==> config.mk <==
export PLATFORM = sky130hd
export DESIGN_NAME = crc8_frame_receiver
export DESIGN_NICKNAME = d
export VERILOG_FILES = /design/src/crcfr_pkg.sv /design/src/crcfr_front.sv /design/src/crcfr_queue.sv /design/src/crcfr_back.sv /design/src/crc8_frame_receiver.sv
export SDC_FILE = /design/constraint.sdc
export NUM_CORES = 1
export LEC_CHECK = 0
export ABC_AREA = 1
export BUFFER_PORTS_ARGS = -buffer_cell sky130_fd_sc_hd__buf_2
export CAP_MARGIN = 20
export CORE_MARGIN = 5
export CORE_UTILIZATION = 60
export CTS_CLUSTER_DIAMETER = 60
export DETAILED_ROUTE_END_ITERATION = 6
export GPL_TIMING_DRIVEN = 0
export HOLD_SLACK_MARGIN = 0.08
export PLACE_DENSITY = 0.81
export SYNTH_ARGS = -nofsm -noshare
export SYNTH_HDL_FRONTEND = slang
export SYNTH_SLANG_ARGS = --single-unit
==> constraint.sdc <==
create_clock -name clk -period 3.28 [get_ports clk]
set_input_delay 0.164 -clock clk [delete_from_list [all_inputs] [get_ports clk]]
set_output_delay 0.164 -clock clk [all_outputs]
set_load 0.03 [all_outputs]
==> src/crcfr_pkg.sv <==
// ----------------------------------------------------------------------------
// crcfr_pkg: shared types and constants of the CRC-8 frame receiver
// Holds the frame parser phases, the command word passed from the front part
// to the back part, the status codes and the reflected CRC-8 byte update.
// ----------------------------------------------------------------------------
`default_nettype none

package crcfr_pkg;

    localparam int MAX_PAYLOAD = 64;
    localparam int QUEUE_DEPTH = 2;
    localparam int QPTR_W      = (QUEUE_DEPTH > 1) ? $clog2(QUEUE_DEPTH) : 1;
    localparam int QCNT_W      = $clog2(QUEUE_DEPTH + 1);

    localparam logic [7:0] TERM_BYTE = 8'h0A;
    localparam logic [7:0] CRC_POLY  = 8'h8C;
    localparam logic [7:0] CRC_INIT  = 8'h00;
    localparam logic [7:0] ACK_RESET = 8'h06;
    localparam logic [7:0] SIZE_MAX  = 8'(MAX_PAYLOAD + 1);

    typedef enum logic [2:0] {
        PH_CRC  = 3'd0,
        PH_SIZE = 3'd1,
        PH_DATA = 3'd2,
        PH_TERM = 3'd3,
        PH_SKIP = 3'd4
    } phase_t;

    typedef enum logic [1:0] {
        ST_OK   = 2'd0,
        ST_CRC  = 2'd1,
        ST_LEN  = 2'd2,
        ST_TERM = 2'd3
    } status_t;

    typedef enum logic [2:0] {
        CMD_CRC      = 3'd0,
        CMD_SIZE     = 3'd1,
        CMD_DATA     = 3'd2,
        CMD_TERM     = 3'd3,
        CMD_BAD_TERM = 3'd4,
        CMD_BAD_LEN  = 3'd5
    } cmd_kind_t;

    typedef struct packed {
        cmd_kind_t  kind;
        logic [7:0] data;
    } cmd_t;

    function automatic logic [7:0] crc_step(input logic [7:0] crc_in, input logic [7:0] b_in);
        logic [7:0] crc;
        logic [7:0] b;
        logic       fb;
        crc = crc_in;
        b   = b_in;
        for (int i = 0; i < 8; i++)
        begin
            fb  = crc[0] ^ b[0];
            crc = crc >> 1;
            if (fb)
            begin
                crc = crc ^ CRC_POLY;
            end
            b = b >> 1;
        end
        return crc;
    endfunction

endpackage

`default_nettype wire

==> src/crcfr_front.sv <==
// ----------------------------------------------------------------------------
// crcfr_front: frame parser
// Tracks the frame phase and payload count for each received byte and turns
// every byte that matters into a command for the back part.
// ----------------------------------------------------------------------------
`default_nettype none

module crcfr_front
    import crcfr_pkg::*;
(
    input  wire logic       clk,
    input  wire logic       rst_n,
    input  wire logic       accept,
    input  wire logic [7:0] rx_byte,
    output logic            push,
    output cmd_t            cmd
);

    phase_t     phase_reg;
    phase_t     phase_next;
    logic [7:0] bytes_left_reg;
    logic [7:0] bytes_left_next;
    logic       bad_size;

    assign bad_size = (rx_byte == 8'd0) || (rx_byte > SIZE_MAX);

    always_comb
    begin
        phase_next      = phase_reg;
        bytes_left_next = bytes_left_reg;
        case (phase_reg)
            PH_SIZE:
            begin
                if (bad_size)
                begin
                    phase_next = PH_SKIP;
                end
                else
                begin
                    bytes_left_next = rx_byte - 8'd1;
                    phase_next      = (rx_byte == 8'd1) ? PH_TERM : PH_DATA;
                end
            end
            PH_DATA:
            begin
                bytes_left_next = bytes_left_reg - 8'd1;
                if (bytes_left_reg == 8'd1)
                begin
                    phase_next = PH_TERM;
                end
            end
            PH_TERM:
            begin
                phase_next = (rx_byte == TERM_BYTE) ? PH_CRC : PH_SKIP;
            end
            PH_SKIP:
            begin
                if (rx_byte == TERM_BYTE)
                begin
                    phase_next = PH_CRC;
                end
            end
            default:
            begin
                bytes_left_next = 8'd0;
                phase_next      = PH_SIZE;
            end
        endcase
    end

    always_comb
    begin
        push     = accept;
        cmd.data = rx_byte;
        case (phase_reg)
            PH_SIZE: cmd.kind = bad_size ? CMD_BAD_LEN : CMD_SIZE;
            PH_DATA: cmd.kind = CMD_DATA;
            PH_TERM: cmd.kind = (rx_byte == TERM_BYTE) ? CMD_TERM : CMD_BAD_TERM;
            PH_SKIP:
            begin
                cmd.kind = CMD_CRC;
                push     = 1'b0;
            end
            default: cmd.kind = CMD_CRC;
        endcase
    end

    always_ff @(posedge clk or negedge rst_n)
    begin
        if (!rst_n)
        begin
            phase_reg      <= PH_CRC;
            bytes_left_reg <= 8'd0;
        end
        else if (accept)
        begin
            phase_reg      <= phase_next;
            bytes_left_reg <= bytes_left_next;
        end
    end

endmodule

`default_nettype wire

==> src/crcfr_queue.sv <==
// ----------------------------------------------------------------------------
// crcfr_queue: command queue
// Short first-in first-out buffer that lets the parser and the CRC back part
// stall independently of each other.
// ----------------------------------------------------------------------------
`default_nettype none

module crcfr_queue
    import crcfr_pkg::*;
(
    input  wire logic clk,
    input  wire logic rst_n,
    input  wire logic push,
    input  wire cmd_t push_cmd,
    output logic      full,
    input  wire logic pop,
    output logic      not_empty,
    output cmd_t      head_cmd
);

    cmd_t              mem [QUEUE_DEPTH];
    logic [QPTR_W-1:0] wr_ptr_reg;
    logic [QPTR_W-1:0] rd_ptr_reg;
    logic [QCNT_W-1:0] count_reg;
    logic [QCNT_W-1:0] count_next;
    logic              do_push;
    logic              do_pop;

    assign full      = (count_reg == QCNT_W'(QUEUE_DEPTH));
    assign not_empty = (count_reg != '0);
    assign head_cmd  = mem[rd_ptr_reg];
    assign do_push   = push && !full;
    assign do_pop    = pop && not_empty;

    always_comb
    begin
        count_next = count_reg;
        if (do_push && !do_pop)
        begin
            count_next = count_reg + QCNT_W'(1);
        end
        else if (do_pop && !do_push)
        begin
            count_next = count_reg - QCNT_W'(1);
        end
    end

    always_ff @(posedge clk)
    begin
        if (do_push)
        begin
            mem[wr_ptr_reg] <= push_cmd;
        end
    end

    always_ff @(posedge clk or negedge rst_n)
    begin
        if (!rst_n)
        begin
            wr_ptr_reg <= '0;
            rd_ptr_reg <= '0;
            count_reg  <= '0;
        end
        else
        begin
            count_reg <= count_next;
            if (do_push)
            begin
                wr_ptr_reg <= (wr_ptr_reg == QPTR_W'(QUEUE_DEPTH - 1)) ? '0
                            : wr_ptr_reg + QPTR_W'(1);
            end
            if (do_pop)
            begin
                rd_ptr_reg <= (rd_ptr_reg == QPTR_W'(QUEUE_DEPTH - 1)) ? '0
                            : rd_ptr_reg + QPTR_W'(1);
            end
        end
    end

endmodule

`default_nettype wire

==> src/crcfr_back.sv <==
// ----------------------------------------------------------------------------
// crcfr_back: CRC engine and result register
// Executes parser commands: keeps the received and running CRC, forwards
// payload bytes and builds the frame verdict in a registered output stage.
// ----------------------------------------------------------------------------
`default_nettype none

module crcfr_back
    import crcfr_pkg::*;
(
    input  wire logic       clk,
    input  wire logic       rst_n,
    input  wire logic [7:0] ack_code,
    input  wire logic       cmd_valid,
    input  wire cmd_t       cmd,
    output logic            cmd_pop,
    output logic            out_valid,
    input  wire logic       out_ready,
    output logic [7:0]      out_byte,
    output logic            payload_valid,
    output logic            frame_end,
    output status_t         status,
    output logic            send_ack
);

    logic [7:0] expected_crc_reg;
    logic [7:0] expected_crc_next;
    logic [7:0] running_crc_reg;
    logic [7:0] running_crc_next;
    logic       out_valid_reg;
    logic       out_valid_next;
    logic [7:0] out_byte_reg;
    logic [7:0] out_byte_next;
    logic       payload_reg;
    logic       payload_next;
    logic       frame_end_reg;
    logic       frame_end_next;
    status_t    status_reg;
    status_t    status_next;
    logic       send_ack_reg;
    logic       send_ack_next;
    logic       has_result;

    assign cmd_pop = cmd_valid && (!out_valid_reg || out_ready);

    always_comb
    begin
        expected_crc_next = expected_crc_reg;
        running_crc_next  = running_crc_reg;
        has_result        = 1'b0;
        out_byte_next     = ack_code;
        payload_next      = 1'b0;
        frame_end_next    = 1'b0;
        status_next       = ST_OK;
        send_ack_next     = 1'b0;
        case (cmd.kind)
            CMD_CRC:
            begin
                expected_crc_next = cmd.data;
                running_crc_next  = CRC_INIT;
            end
            CMD_SIZE:
            begin
                running_crc_next = crc_step(CRC_INIT, cmd.data);
            end
            CMD_DATA:
            begin
                running_crc_next = crc_step(running_crc_reg, cmd.data);
                has_result       = 1'b1;
                out_byte_next    = cmd.data;
                payload_next     = 1'b1;
            end
            CMD_TERM:
            begin
                has_result     = 1'b1;
                frame_end_next = 1'b1;
                if (running_crc_reg == expected_crc_reg)
                begin
                    send_ack_next = 1'b1;
                end
                else
                begin
                    status_next = ST_CRC;
                end
            end
            CMD_BAD_TERM:
            begin
                has_result     = 1'b1;
                frame_end_next = 1'b1;
                status_next    = ST_TERM;
            end
            CMD_BAD_LEN:
            begin
                has_result     = 1'b1;
                frame_end_next = 1'b1;
                status_next    = ST_LEN;
            end
            default:
            begin
                has_result = 1'b0;
            end
        endcase
    end

    always_comb
    begin
        if (cmd_pop)
        begin
            out_valid_next = has_result;
        end
        else if (out_ready)
        begin
            out_valid_next = 1'b0;
        end
        else
        begin
            out_valid_next = out_valid_reg;
        end
    end

    always_ff @(posedge clk or negedge rst_n)
    begin
        if (!rst_n)
        begin
            out_valid_reg    <= 1'b0;
            expected_crc_reg <= CRC_INIT;
            running_crc_reg  <= CRC_INIT;
        end
        else
        begin
            out_valid_reg <= out_valid_next;
            if (cmd_pop)
            begin
                expected_crc_reg <= expected_crc_next;
                running_crc_reg  <= running_crc_next;
            end
        end
    end

    always_ff @(posedge clk)
    begin
        if (cmd_pop && has_result)
        begin
            out_byte_reg  <= out_byte_next;
            payload_reg   <= payload_next;
            frame_end_reg <= frame_end_next;
            status_reg    <= status_next;
            send_ack_reg  <= send_ack_next;
        end
    end

    assign out_valid     = out_valid_reg;
    assign out_byte      = out_byte_reg;
    assign payload_valid = payload_reg;
    assign frame_end     = frame_end_reg;
    assign status        = status_reg;
    assign send_ack      = send_ack_reg;

    a_one_kind: assert property (@(posedge clk) disable iff (!rst_n)
        out_valid_reg |-> (payload_reg ^ frame_end_reg))
        else $error("result is neither a payload byte nor a verdict");

    a_ack_only_ok: assert property (@(posedge clk) disable iff (!rst_n)
        out_valid_reg && send_ack_reg |-> frame_end_reg && (status_reg == ST_OK))
        else $error("ack requested on a frame that is not good");

    a_payload_clean: assert property (@(posedge clk) disable iff (!rst_n)
        out_valid_reg && payload_reg |-> (status_reg == ST_OK) && !send_ack_reg)
        else $error("payload result carries verdict bits");

    a_no_overwrite: assert property (@(posedge clk) disable iff (!rst_n)
        out_valid_reg && !out_ready |-> !cmd_pop)
        else $error("command taken while a result is stalled");

endmodule

`default_nettype wire

==> src/crc8_frame_receiver.sv <==
// ----------------------------------------------------------------------------
// crc8_frame_receiver: framed byte receiver with CRC-8 check
// Bytes arrive on the s_ stream as frames [crc][size][payload][newline]; the
// m_ stream carries one result per payload byte and one verdict per frame.
//
// Usage notes:
// The s_ channel takes one received byte per request in s_tdata[7:0]. The m_
// channel returns payload bytes (m_tuser high) and frame verdicts (m_tlast
// high); a verdict holds the status and the ack byte in the data field and,
// on a good frame, send_ack. The cfg channel writes the ack byte and is
// always ready; write it only while no frame is in flight.
// The byte that causes a result enters the command queue when it is accepted
// and the CRC unit moves it into the output register once that register is
// free or being read. While the m_ side does not stall, the block sustains
// one byte per cycle, a rate set by the combinational eight-bit CRC update.
// When the m_ side stalls, the two-entry command queue absorbs the bytes in
// flight and s_tready falls once it is full. Reset returns the parser to
// waiting for a CRC byte, clears both CRC registers, empties the queue and
// the output register, and restores the ack byte to 0x06.
// ----------------------------------------------------------------------------
`default_nettype none

module crc8_frame_receiver
    import crcfr_pkg::*;
(
    input  wire logic        clk,
    input  wire logic        rst_n,
    input  wire logic        s_tvalid,
    output logic             s_tready,
    input  wire logic [7:0]  s_tdata,     // [7:0] rx_byte
    output logic             m_tvalid,
    input  wire logic        m_tready,
    output logic [15:0]      m_tdata,     // [7:0] out_byte, [9:8] status, [10] send_ack
    output logic             m_tuser,     // [0] payload_valid
    output logic             m_tlast,
    input  wire logic        cfg_valid,
    output logic             cfg_ready,
    input  wire logic [7:0]  cfg_data
);

    logic [7:0] ack_code_reg;
    logic       accept;
    logic       push;
    cmd_t       push_cmd;
    logic       q_full;
    logic       q_valid;
    cmd_t       head_cmd;
    logic       pop;
    logic [7:0] out_byte;
    status_t    status;
    logic       send_ack;

    assign cfg_ready = 1'b1;
    assign s_tready  = !q_full;
    assign accept    = s_tvalid && s_tready;

    always_ff @(posedge clk or negedge rst_n)
    begin
        if (!rst_n)
        begin
            ack_code_reg <= ACK_RESET;
        end
        else if (cfg_valid && cfg_ready)
        begin
            ack_code_reg <= cfg_data;
        end
    end

    crcfr_front u_front (
        .clk     (clk),
        .rst_n   (rst_n),
        .accept  (accept),
        .rx_byte (s_tdata),
        .push    (push),
        .cmd     (push_cmd)
    );

    crcfr_queue u_queue (
        .clk       (clk),
        .rst_n     (rst_n),
        .push      (push),
        .push_cmd  (push_cmd),
        .full      (q_full),
        .pop       (pop),
        .not_empty (q_valid),
        .head_cmd  (head_cmd)
    );

    crcfr_back u_back (
        .clk           (clk),
        .rst_n         (rst_n),
        .ack_code      (ack_code_reg),
        .cmd_valid     (q_valid),
        .cmd           (head_cmd),
        .cmd_pop       (pop),
        .out_valid     (m_tvalid),
        .out_ready     (m_tready),
        .out_byte      (out_byte),
        .payload_valid (m_tuser),
        .frame_end     (m_tlast),
        .status        (status),
        .send_ack      (send_ack)
    );

    assign m_tdata = {5'd0, send_ack, status, out_byte};

endmodule

`default_nettype wire
* Word level (Yosys, flattened, before mapping) *
Memory sizes are Yosys's and may differ from the RTL's.
Cells that the tools add are included.

storage, ports and cells
  register bits = 53
  bits in writable memories = 22
  input bits = 21
  output and inout port bits = 21
  logic and storage cells = 154
  memories kept = 1

memories
  name         words  width  read ports  clocked after Yosys merged registers in  wr ports  line               RTL
  u_queue.mem  2      11     1           0                                        1         crcfr_queue.sv:21  cmd_t mem [QUEUE_DEPTH];

cells by class
  add/sub/neg operators = 6
  $lt $le $gt $ge = 1
  eq/ne operators = 17
  multiplexer cells = 58
  bitwise logic cells = 31
  reduce and logical (&&, ||, !) cells = 26

operators with widths
  operator                                                                count
  8-bit two-way mux                                                       32
  8-bit case mux with 3 select lines                                      2
  2-bit NOT with 3-bit output                                             15
  3-bit two-way mux                                                       6
  8-bit by 1-bit equality test with 1-bit output (second input constant)  2
  8-bit by 1-bit subtractor with 8-bit output (second input constant)     2
  1-bit bitwise XOR                                                       15
  1-bit two-way mux                                                       13
  3-bit by 2-bit equality test with 1-bit output (second input constant)  4
  3-bit case mux with 4 select lines                                      1
  3-bit equality test (second input constant)                             3
  3-bit case mux with 3 select lines                                      1
  8-bit by 4-bit equality test with 1-bit output (second input constant)  1
  8-bit equality test                                                     1
  8-bit by 7-bit > comparator with 1-bit output (second input constant)   1
  8-bit logical NOT                                                       1
  1-bit logical AND                                                       7
  3-bit by 1-bit equality test with 1-bit output (second input constant)  2
  2-bit case mux with 3 select lines                                      1
  3-bit AND reduction                                                     2
  2-bit nonzero test                                                      3
  1-bit logical NOT                                                       4
  2-bit two-way mux                                                       2
  2-bit by 1-bit != test with 1-bit output (second input constant)        2
  13 further kinds                                                        16

* Depth between registers and ports, before layout *
Gate-level depths: netlist of run 1.
An unclocked memory read counts as a cell.

  depth after elaboration = 25
  mapped depth = 15
  gate-level depth less buffers = 15

* Modules after synthesis *
Synthesis of run 1 repeated with hierarchy kept, for this count alone.

unflattened totals
  cells, all modules = 584
  area total of the unflattened synthesis = 4566.9 µm²

modules (own cells, without submodules)
  module               instances  cells each  area each (µm²)  sequential area each (µm²)
  crcfr_back           1          273         2047.0           815.8
  crcfr_front          1          176         1101.1           275.3
  crcfr_queue          1          89          1039.7           760.7
  crc8_frame_receiver  1          46          379.1            202.7

* Worst setup path after synthesis of run 1 *
OpenSTA, ideal clock, no wires.

  kind = register -> register
  start point = reg u_queue.rd_ptr_reg
  end point = reg u_back.frame_end_reg, in the netlist u_back.frame_end, enable pin
  library setup time = 382 ps
  arrival time = 1736 ps
  data required time = 2898 ps
  path slack = 1162 ps
  stages on the path, launching flop included = 10
  path buffers = 0
  period minus slack after synthesis = 2118 ps
  cell sequence = dfrtp_1 inv_2 or2_0 o21ai_2 inv_2 nor2_1 inv_1 nand2_1 inv_1 nor2_1

between the ends
  cells in the longest elaborated chain, start to end = 5
  elaborated cells between the ends (all ways) = 8
  those cells by class = eq/ne (4); mux (1); reduce/logical (2); memory (1)

RTL lines
  element                                                                                line               RTL
  start: declaration                                                                     crcfr_queue.sv:23  logic [QPTR_W-1:0] rd_ptr_reg;
  start signal: assignment                                                               crcfr_queue.sv:74  rd_ptr_reg <= (rd_ptr_reg == QPTR_W'(QUEUE_DEPTH - 1)) ? '0
  memory 2 x 11 bit (*)                                                                  -
  3-bit equality test or 3-bit by 2-bit equality test with 1-bit output (tied branches)  crcfr_back.sv:56   case (cmd.kind)
  4-bit OR reduction (no line) (*)                                                       -
  1-bit two-way mux (*)                                                                  crcfr_back.sv:56
  1-bit logical AND (*)                                                                  crcfr_back.sv:142  if (cmd_pop && has_result)
  end signal: assignment                                                                 crcfr_back.sv:146  frame_end_reg <= frame_end_next;
  end: declaration                                                                       crcfr_back.sv:36   logic frame_end_reg;

Every way passes the cells marked *; elsewhere a longest branch is shown, timed or not.
A chain may end at the register's enable or synchronous reset.

* Worst setup path after layout of run 1 *
  start point = in s_tdata[1]
  end point = reg u_front.bytes_left_reg[7]

between the ends
  cells in the longest elaborated chain, start to end = 4
  elaborated cells between the ends (all ways) = 8
  those cells by class = add/sub (1); order compare (1); eq/ne (1); mux (2); reduce/logical (3)

RTL lines
  element                                                                             line                       RTL
  start: declaration                                                                  crc8_frame_receiver.sv:30  input wire logic [7:0] s_tdata,
  8-bit by 7-bit > comparator with 1-bit output or 8-bit logical NOT (tied branches)  crcfr_front.sv:25          assign bad_size = (rx_byte == 8'd0) || (rx_byte > SIZE_MAX);
  1-bit logical OR                                                                    crcfr_front.sv:25
  2-bit != test (no line)                                                             -
  3-bit AND reduction (no line)                                                       -
  end signal: assignment                                                              crcfr_front.sv:98          bytes_left_reg <= bytes_left_next;
  end: declaration                                                                    crcfr_front.sv:21          logic [7:0] bytes_left_reg;

Parallel ways exist; a longest one is shown, timed or not. The select of a mux whose other input is x is not followed.

==> run_results.csv, run 1 <==
group,metric,value,unit
sta,max_slew.worst_pin.slew,0.991,ns
final_layout,largest-register,"u_queue.mem",
clock_network,cts_root_buffer,"clkbuf_8",
yosys,synth_seq_cells,75,
sta,slew_headroom,33.7,%
critical_path,critical_path_required,3.55,ns
min_path,hold_class,"in2reg",
yosys,synth_compound_area_share,9.08,%
critical_path,startpoint,"s_tdata[1]",
global_route,grt_max_degree,41,
yosys,synth_edf_count,35,
clock_network,clockBufferDepth,2,
sta,setup_viol,0,
critical_path,max_stage_delay,0.53,ns
power_and_ir_drop,p_leak,2.42,nW
critical_path,crit_top_cell,"nand2_1",
power_and_ir_drop,switching_share,46.4,%
clock_network,postCtsSetupRepairBufs,0,
yosys,ys_seq_area_share,46.3,%
placement,gp_congestion,0.880,
final_layout,num_antenna_cells,0,
min_path,hold_end,"u_queue.mem[1][7]",
clock_network,cts_tree,"yes",
drt,wl_per_cell,14.2,um
critical_path,cp.arrival,2.48,ns
power_and_ir_drop,irDropWorstVdd,0.488,mV
critical_path,rr_worst_depth,6,
critical_path,timing.rr.start,"u_queue.count_reg[0]",
die,rows,31,
die,initial_core_util,61.5,%
yosys,synthFlopType,"dfrtp_1",
final_layout,fin_nets,620,
yosys,synthXorXnorAreaFrac,7.30,%
placement,port_buffers,35,
yosys,synth_top_family_by_area,"simple AND/OR/NAND/NOR gates",
critical_path,r2r_setup_slack,1.11,ns
yosys,synth_cell_types,51,
clock_network,cts_buffers,9,
power_and_ir_drop,seq_power_share,28.7,%
sta,rsz0062_at_grt,"false",
drt,vias,3673,
yosys,synth_simple_gate_area_share,25.5,%
drt,vias_per_cell,5.28,
global_route,track_usage,23.4,%
die,core_area,0.00721,sq mm
critical_path,cpMaxStageDelayCell,"dlygate4sd3_1",
critical_path,crit_path_end_kind,"flip-flop",
die,ioPinCount,42,
die,die_x,96.0,um
clock_network,clk_latency,0.35,ns
final_layout,syn_to_final_growth,16.5,%
drt,drc,0,
final_layout,fin_util,71.7,%
clock_network,htree_num_levels,3,
yosys,syn_avg_cell_area,8.47,sq um
drt,drt-initial-drc-count,175,
sta,finClkSkew,0.0105,ns
sta,finalCritPeriodShare,67.4,%
critical_path,critPathLaunchType,"input pin",
power_and_ir_drop,p_per_area,1130,mW/mm^2
min_path,min_from,"s_tdata[7]",
drt,wl,9850,um
power_and_ir_drop,p_switching,2.71,mW
final_layout,finalNonFillerCells,696,
placement,pre_cts_slack,0.725,ns
global_route,grt_first_pass_wirelength,16400,um
critical_path,critPathKind,"in2reg",
critical_path,r2r-end,"u_queue.mem[1][1]",
sta,drv_slew,0,
sta,setup_slack,1.07,ns
yosys,synthMuxAreaShare,1.01,%
power_and_ir_drop,comb_power_share,56.5,%
flow_run,drv_cap,0,
clock_network,clock_sinks,75,
critical_path,cp_max_fo,10,
critical_path,worstPathCellList,"dlygate4sd3_1, buf_2, inv_1, ha_1, inv_1, nor2_1, nand2_1, nand3_1, nand2_1, o21ai_1, nand2_1, inv_2, buf_4, nand2_1, o21ai_0",
power_and_ir_drop,internal-power,3.13,mW
global_route,antenna_found_initial,0,
global_route,grt-ovfl-total,0,
yosys,synth_area,0.00444,sq mm
drt,antenna_left,0,
power_and_ir_drop,power_frac_clock,14.8,%
clock_network,path_clk_slew,0.08,ns
die,die_y,96.0,um
placement,hpwl,7130,um
final_layout,final_common_cell,"nand2_1",
final_layout,final_cell_mix,"142 x nand2_1, 60 x inv_1, 41 x nor2_1, 39 x nand3_1, 38 x dfrtp_1",
yosys,async_flop_share,53.3,%
final_layout,drive_gt1_share,17.1,%
sta,period_minus_slack,2.21,ns
min_path,worstHoldPathCells,1,
global_route,grt_pass1_vias,3574,
run_status,outcome,"complete, no violations",
placement,dp_cells,662,
yosys,yosysWarnings,0,
yosys,synth_fa_ha_area_share,1.97,%
sta,fin_tns_setup,0,ns
power_and_ir_drop,p_total,5.84,mW
yosys,netlist_instances,524,
die,die-area,0.00922,sq mm
drt,drt_pre_antenna_iters,4,
sta,finalHoldViolCount,0,
sta,fmax,453,MHz
final_layout,largest_reg_flops,22,
-- power groups by stage --
stage / registers, mW / clock network, mW / logic, mW
detailed placement: 1.69 / 0 / 3.22
global route: 1.71 / 0.913 / 3.69
floorplan: 1.80 / 0 / 2.43
finish: 1.67 / 0.866 / 3.30
global placement: 1.67 / 0 / 3.11
CTS: 1.67 / 0.866 / 3.26
-- kinds of logic (layout without fill, tap and decap cells) --
family,after synthesis,after routing
AO/OA/AOI/OAI,69,69
XOR/XNOR,31,31
adder cells (fa/ha/maj),7,7
buffers and inverters,83,152
flip-flops,75,75
multiplexers,3,3
other,2,6
AND/OR/NAND/NOR,254,254
-- worst max-delay path by stage --
stage	to	slack [ns]	depth (start not counted)
finish	u_front.bytes_left_reg[7]	1.07	15
global placement	u_back.out_byte[6]	0.85	9
global route	u_front.bytes_left_reg[7]	0.78	15
CTS	u_back.out_byte[0]	0.71	9
detailed placement	u_back.out_byte[5]	0.73	9
floorplan	u_back.frame_end	1.16	9
-- synth_stat cells (2+ instances only) --
library cell	number	share of area [%]
xnor2_1	20	3.9
nand4_1	7	0.99
o22ai_1	5	0.70
o21ai_1	8	0.90
nand3b_1	2	0.34
o21ai_0	34	3.8
inv_1	60	5.1
a21oi_1	7	0.79
dfstp_2	2	1.2
nand2_1	142	12
mux2_4	3	1.0
nor2_1	41	3.5
a31oi_1	7	0.99
or2_0	2	0.28
edfxtp_1	35	24
nand2_2	7	0.99
xor2_1	7	1.4
nor3_1	2	0.23
inv_2	5	0.42
buf_4	8	1.4
nand2_4	3	0.76
ha_1	7	2.0
buf_6	5	1.3
conb_1	2	0.17
nand3_1	39	4.4
o21ai_2	2	0.39
dfrtp_1	38	21
-- per-stage QoR --
| step | cell area (sq um) | hold WS [ns] |
|---|---|---|
| after floorplan | 4450 | -0.132 |
| after global placement | 4750 | 0.342 |
| after detailed placement | 4750 | 0.352 |
| after CTS | 5170 | 0.0843 |
| after global routing | 5170 | 0.0845 |
| final | 5170 | 0.0901 |
-- worst max-delay path, delay by kind of cell --
kind | cells | cell delay (ns)
compound gates | 2 | 0.25
simple gates | 6 | 0.73
fa+ha+maj | 1 | 0.19
buf+inv | 6 | 1.14
-- area by class of cell --
cell class                 count  area, sq um
tap                           99          124
sequential                    75         2050
clock buffer                  11          141
multi-input combinational    370         2010
buffer                        15          125
fill                         541         2040
clock inverter                 5          101
timing repair buffer          53          353
inverter                      68          263
-- what timing repair did --
action / 4_1_cts / 5_1_grt
hold endpoints to repair: 55 / 0
hold buffers: 17 / 0
gates resized for setup: 0 / 0
-- per-layer routing --
metal	share of wire, %	vias to the layer above	GRT usage [%]	routed length [um]
met5	0	-	0	0
met4	3.5	0	11.7	344
met3	4.8	29	4.85	469
met2	51	121	40.1	5030
met1	41	1697	27.6	4010
li1	-	1826	-	-
Power figures use the tool's default switching activity.
==> inputs of run 2 (changes only) <==
--- a/config.mk
+++ b/config.mk
@@ -9,12 +9,12 @@
 export BUFFER_PORTS_ARGS = -buffer_cell sky130_fd_sc_hd__buf_2
 export CAP_MARGIN = 20
 export CORE_MARGIN = 5
-export CORE_UTILIZATION = 60
+export CORE_UTILIZATION = 54
 export CTS_CLUSTER_DIAMETER = 60
 export DETAILED_ROUTE_END_ITERATION = 6
 export GPL_TIMING_DRIVEN = 0
 export HOLD_SLACK_MARGIN = 0.08
-export PLACE_DENSITY = 0.81
+export PLACE_DENSITY = 0.77
 export SYNTH_ARGS = -nofsm -noshare
 export SYNTH_HDL_FRONTEND = slang
 export SYNTH_SLANG_ARGS = --single-unit
==> constraint.sdc (replaced) <==
create_clock -name clk -period 2 [get_ports clk]
set_input_delay 0.1 -clock clk [delete_from_list [all_inputs] [get_ports clk]]
set_output_delay 0.1 -clock clk [all_outputs]
set_load 0.03 [all_outputs]
==> run_results.csv, run 2 (same netlist as run 1, synthesis figures left out) <==
group,metric,value,unit
drt,wl,10400,um
clock_network,cts_buffers,9,
drt,vias_per_cell,5.32,
final_layout,fin_nets,629,
flow_run,drv_cap,0,
power_and_ir_drop,p_switching,4.71,mW
global_route,track_usage,21.6,%
final_layout,num_antenna_cells,0,
drt,antenna_left,0,
power_and_ir_drop,internal-power,5.20,mW
die,ioPinCount,42,
power_and_ir_drop,p_leak,2.47,nW
min_path,worstHoldPathCells,5,
sta,period_minus_slack,1.89,ns
run_status,outcome,"complete, no violations",
sta,fmax,530,MHz
die,rows,33,
power_and_ir_drop,p_per_area,1840,mW/mm^2
critical_path,crit_path_end_kind,"flip-flop",
die,core_area,0.00809,sq mm
die,die-area,0.0101,sq mm
placement,hpwl,7340,um
sta,setup_viol,0,
min_path,hold_class,"in2reg",
sta,finalHoldViolCount,0,
clock_network,cts_root_buffer,"clkbuf_8",
global_route,grt_max_degree,41,
final_layout,finalNonFillerCells,711,
sta,max_slew.worst_pin.slew,0.965,ns
critical_path,cp_max_fo,10,
die,die_x,101,um
power_and_ir_drop,comb_power_share,59.3,%
sta,finClkSkew,0.0134,ns
global_route,grt-ovfl-total,0,
clock_network,htree_num_levels,3,
critical_path,r2r-end,"u_back.running_crc_reg[2]",
drt,drt_pre_antenna_iters,4,
sta,finalCritPeriodShare,94.3,%
critical_path,r2r_setup_slack,0.11,ns
min_path,min_from,"s_tvalid",
power_and_ir_drop,irDropWorstVdd,0.916,mV
clock_network,path_clk_slew,0.08,ns
global_route,grt_first_pass_wirelength,17300,um
placement,port_buffers,35,
sta,hold_slack,0.180,ns
sta,slew_headroom,35.7,%
critical_path,cp.arrival,2.16,ns
die,die_y,101,um
placement,dp_cells,668,
final_layout,syn_to_final_growth,21.1,%
global_route,grt_pass1_vias,3749,
drt,vias,3784,
critical_path,critPathKind,"reg2reg",
final_layout,nFillCells,660,
min_path,hold_end,"u_queue.wr_ptr_reg",
power_and_ir_drop,switching_share,47.5,%
final_layout,fin_util,66.4,%
sta,drv_slew,0,
power_and_ir_drop,power_frac_clock,12.8,%
final_layout,final_cell_mix,"132 x nand2_1, 60 x inv_1, 39 x nand3_1, 37 x dfrtp_1",
final_layout,largest_reg_flops,22,
placement,placed_area,0.00476,sq mm
final_layout,drive_gt1_share,20.6,%
placement,pre_cts_slack,-0.216,ns
clock_network,cts_tree,"yes",
sta,fin_tns_setup,0,ns
critical_path,critPathLaunchType,"flip-flop",
final_layout,largest-register,"u_queue.mem",
power_and_ir_drop,p_total,9.90,mW
critical_path,timing.rr.start,"u_queue.rd_ptr_reg",
drt,drt-initial-drc-count,194,
critical_path,critical_path_required,2.28,ns
sta,rsz0062_at_grt,"true",
sta,setup_slack,0.114,ns
power_and_ir_drop,seq_power_share,27.9,%
drt,wl_per_cell,14.6,um
clock_network,clk_latency,0.35,ns
drt,drc,0,
global_route,antenna_found_initial,0,
clock_network,clock_sinks,75,
final_layout,finalInstanceArea,0.00538,sq mm
die,initial_core_util,54.9,%
placement,gp_congestion,0.885,
clock_network,clockBufferDepth,2,
final_layout,final_common_cell,"nand2_1",
critical_path,rr_worst_depth,12,
run 2: repair_timing:
action	in CTS	in global routing
hold buffers	24	0
pin swaps	1	1
setup buffers	1	2
endpoints found under the hold margin	63	0
endpoints found under the setup margin	39	58
gates resized for setup	5	25
run 2: power groups by stage:
stage | clock network [mW] | logic (mW) | registers, mW
2_1_floorplan | 0 | 3.99 | 2.95
3_3_place_gp | 0 | 5.14 | 2.73
4_1_cts | 1.29 | 5.53 | 2.74
5_1_grt | 1.36 | 6.49 | 2.84
3_5_place_dp | 0 | 5.32 | 2.76
6_report | 1.27 | 5.87 | 2.76
run 2: layout make-up:
type | instances | area (sq um) | area share [%]
Buffer | 15 | 125 | 2.33
Tap cell | 105 | 131 | 2.44
Timing Repair Buffer | 62 | 450 | 8.38
Clock inverter | 6 | 90.1 | 1.68
Clock buffer | 10 | 128 | 2.37
Inverter | 68 | 265 | 4.93
Sequential cell | 75 | 2060 | 38.2
Multi-Input combinational cell | 370 | 2130 | 39.6
run 2: critical path, stage by stage, from the launching register on:
cell,delay (ns)
dfrtp_2,0.47
inv_4,0.11
buf_6,0.15
nand2_1,0.06
nand2_1,0.16
nand2_1,0.11
nand3_1,0.12
nand3_1,0.14
nand3_1,0.13
nand3_1,0.09
nand2_1,0.07
inv_1,0.04
a21oi_1,0.15
run 2: how the worst max path moves through the flow:
stage,startpoint,cells after the start,slack [ns],end
finish,u_queue.rd_ptr_reg,12,0.11,u_back.running_crc_reg[2]
global route,u_queue.rd_ptr_reg,15,-0.05,u_back.running_crc_reg[2]
CTS,u_queue.rd_ptr_reg,15,0.02,u_back.running_crc_reg[2]
detailed placement,u_queue.rd_ptr_reg,8,-0.22,u_back.payload_valid
global placement,u_queue.rd_ptr_reg,9,-0.18,u_back.out_byte[5]
floorplan,u_queue.count_reg[0],6,0.03,u_queue.mem[1][0]
run 2: routing by layer:
| layer | share of wire [%] | track usage (%) |
|---|---|---|
| met5 | 0 | 0 |
| met4 | 3.3 | 9.84 |
| met2 | 52 | 38.3 |
| met3 | 5.2 | 3.81 |
| met1 | 39 | 25.4 |
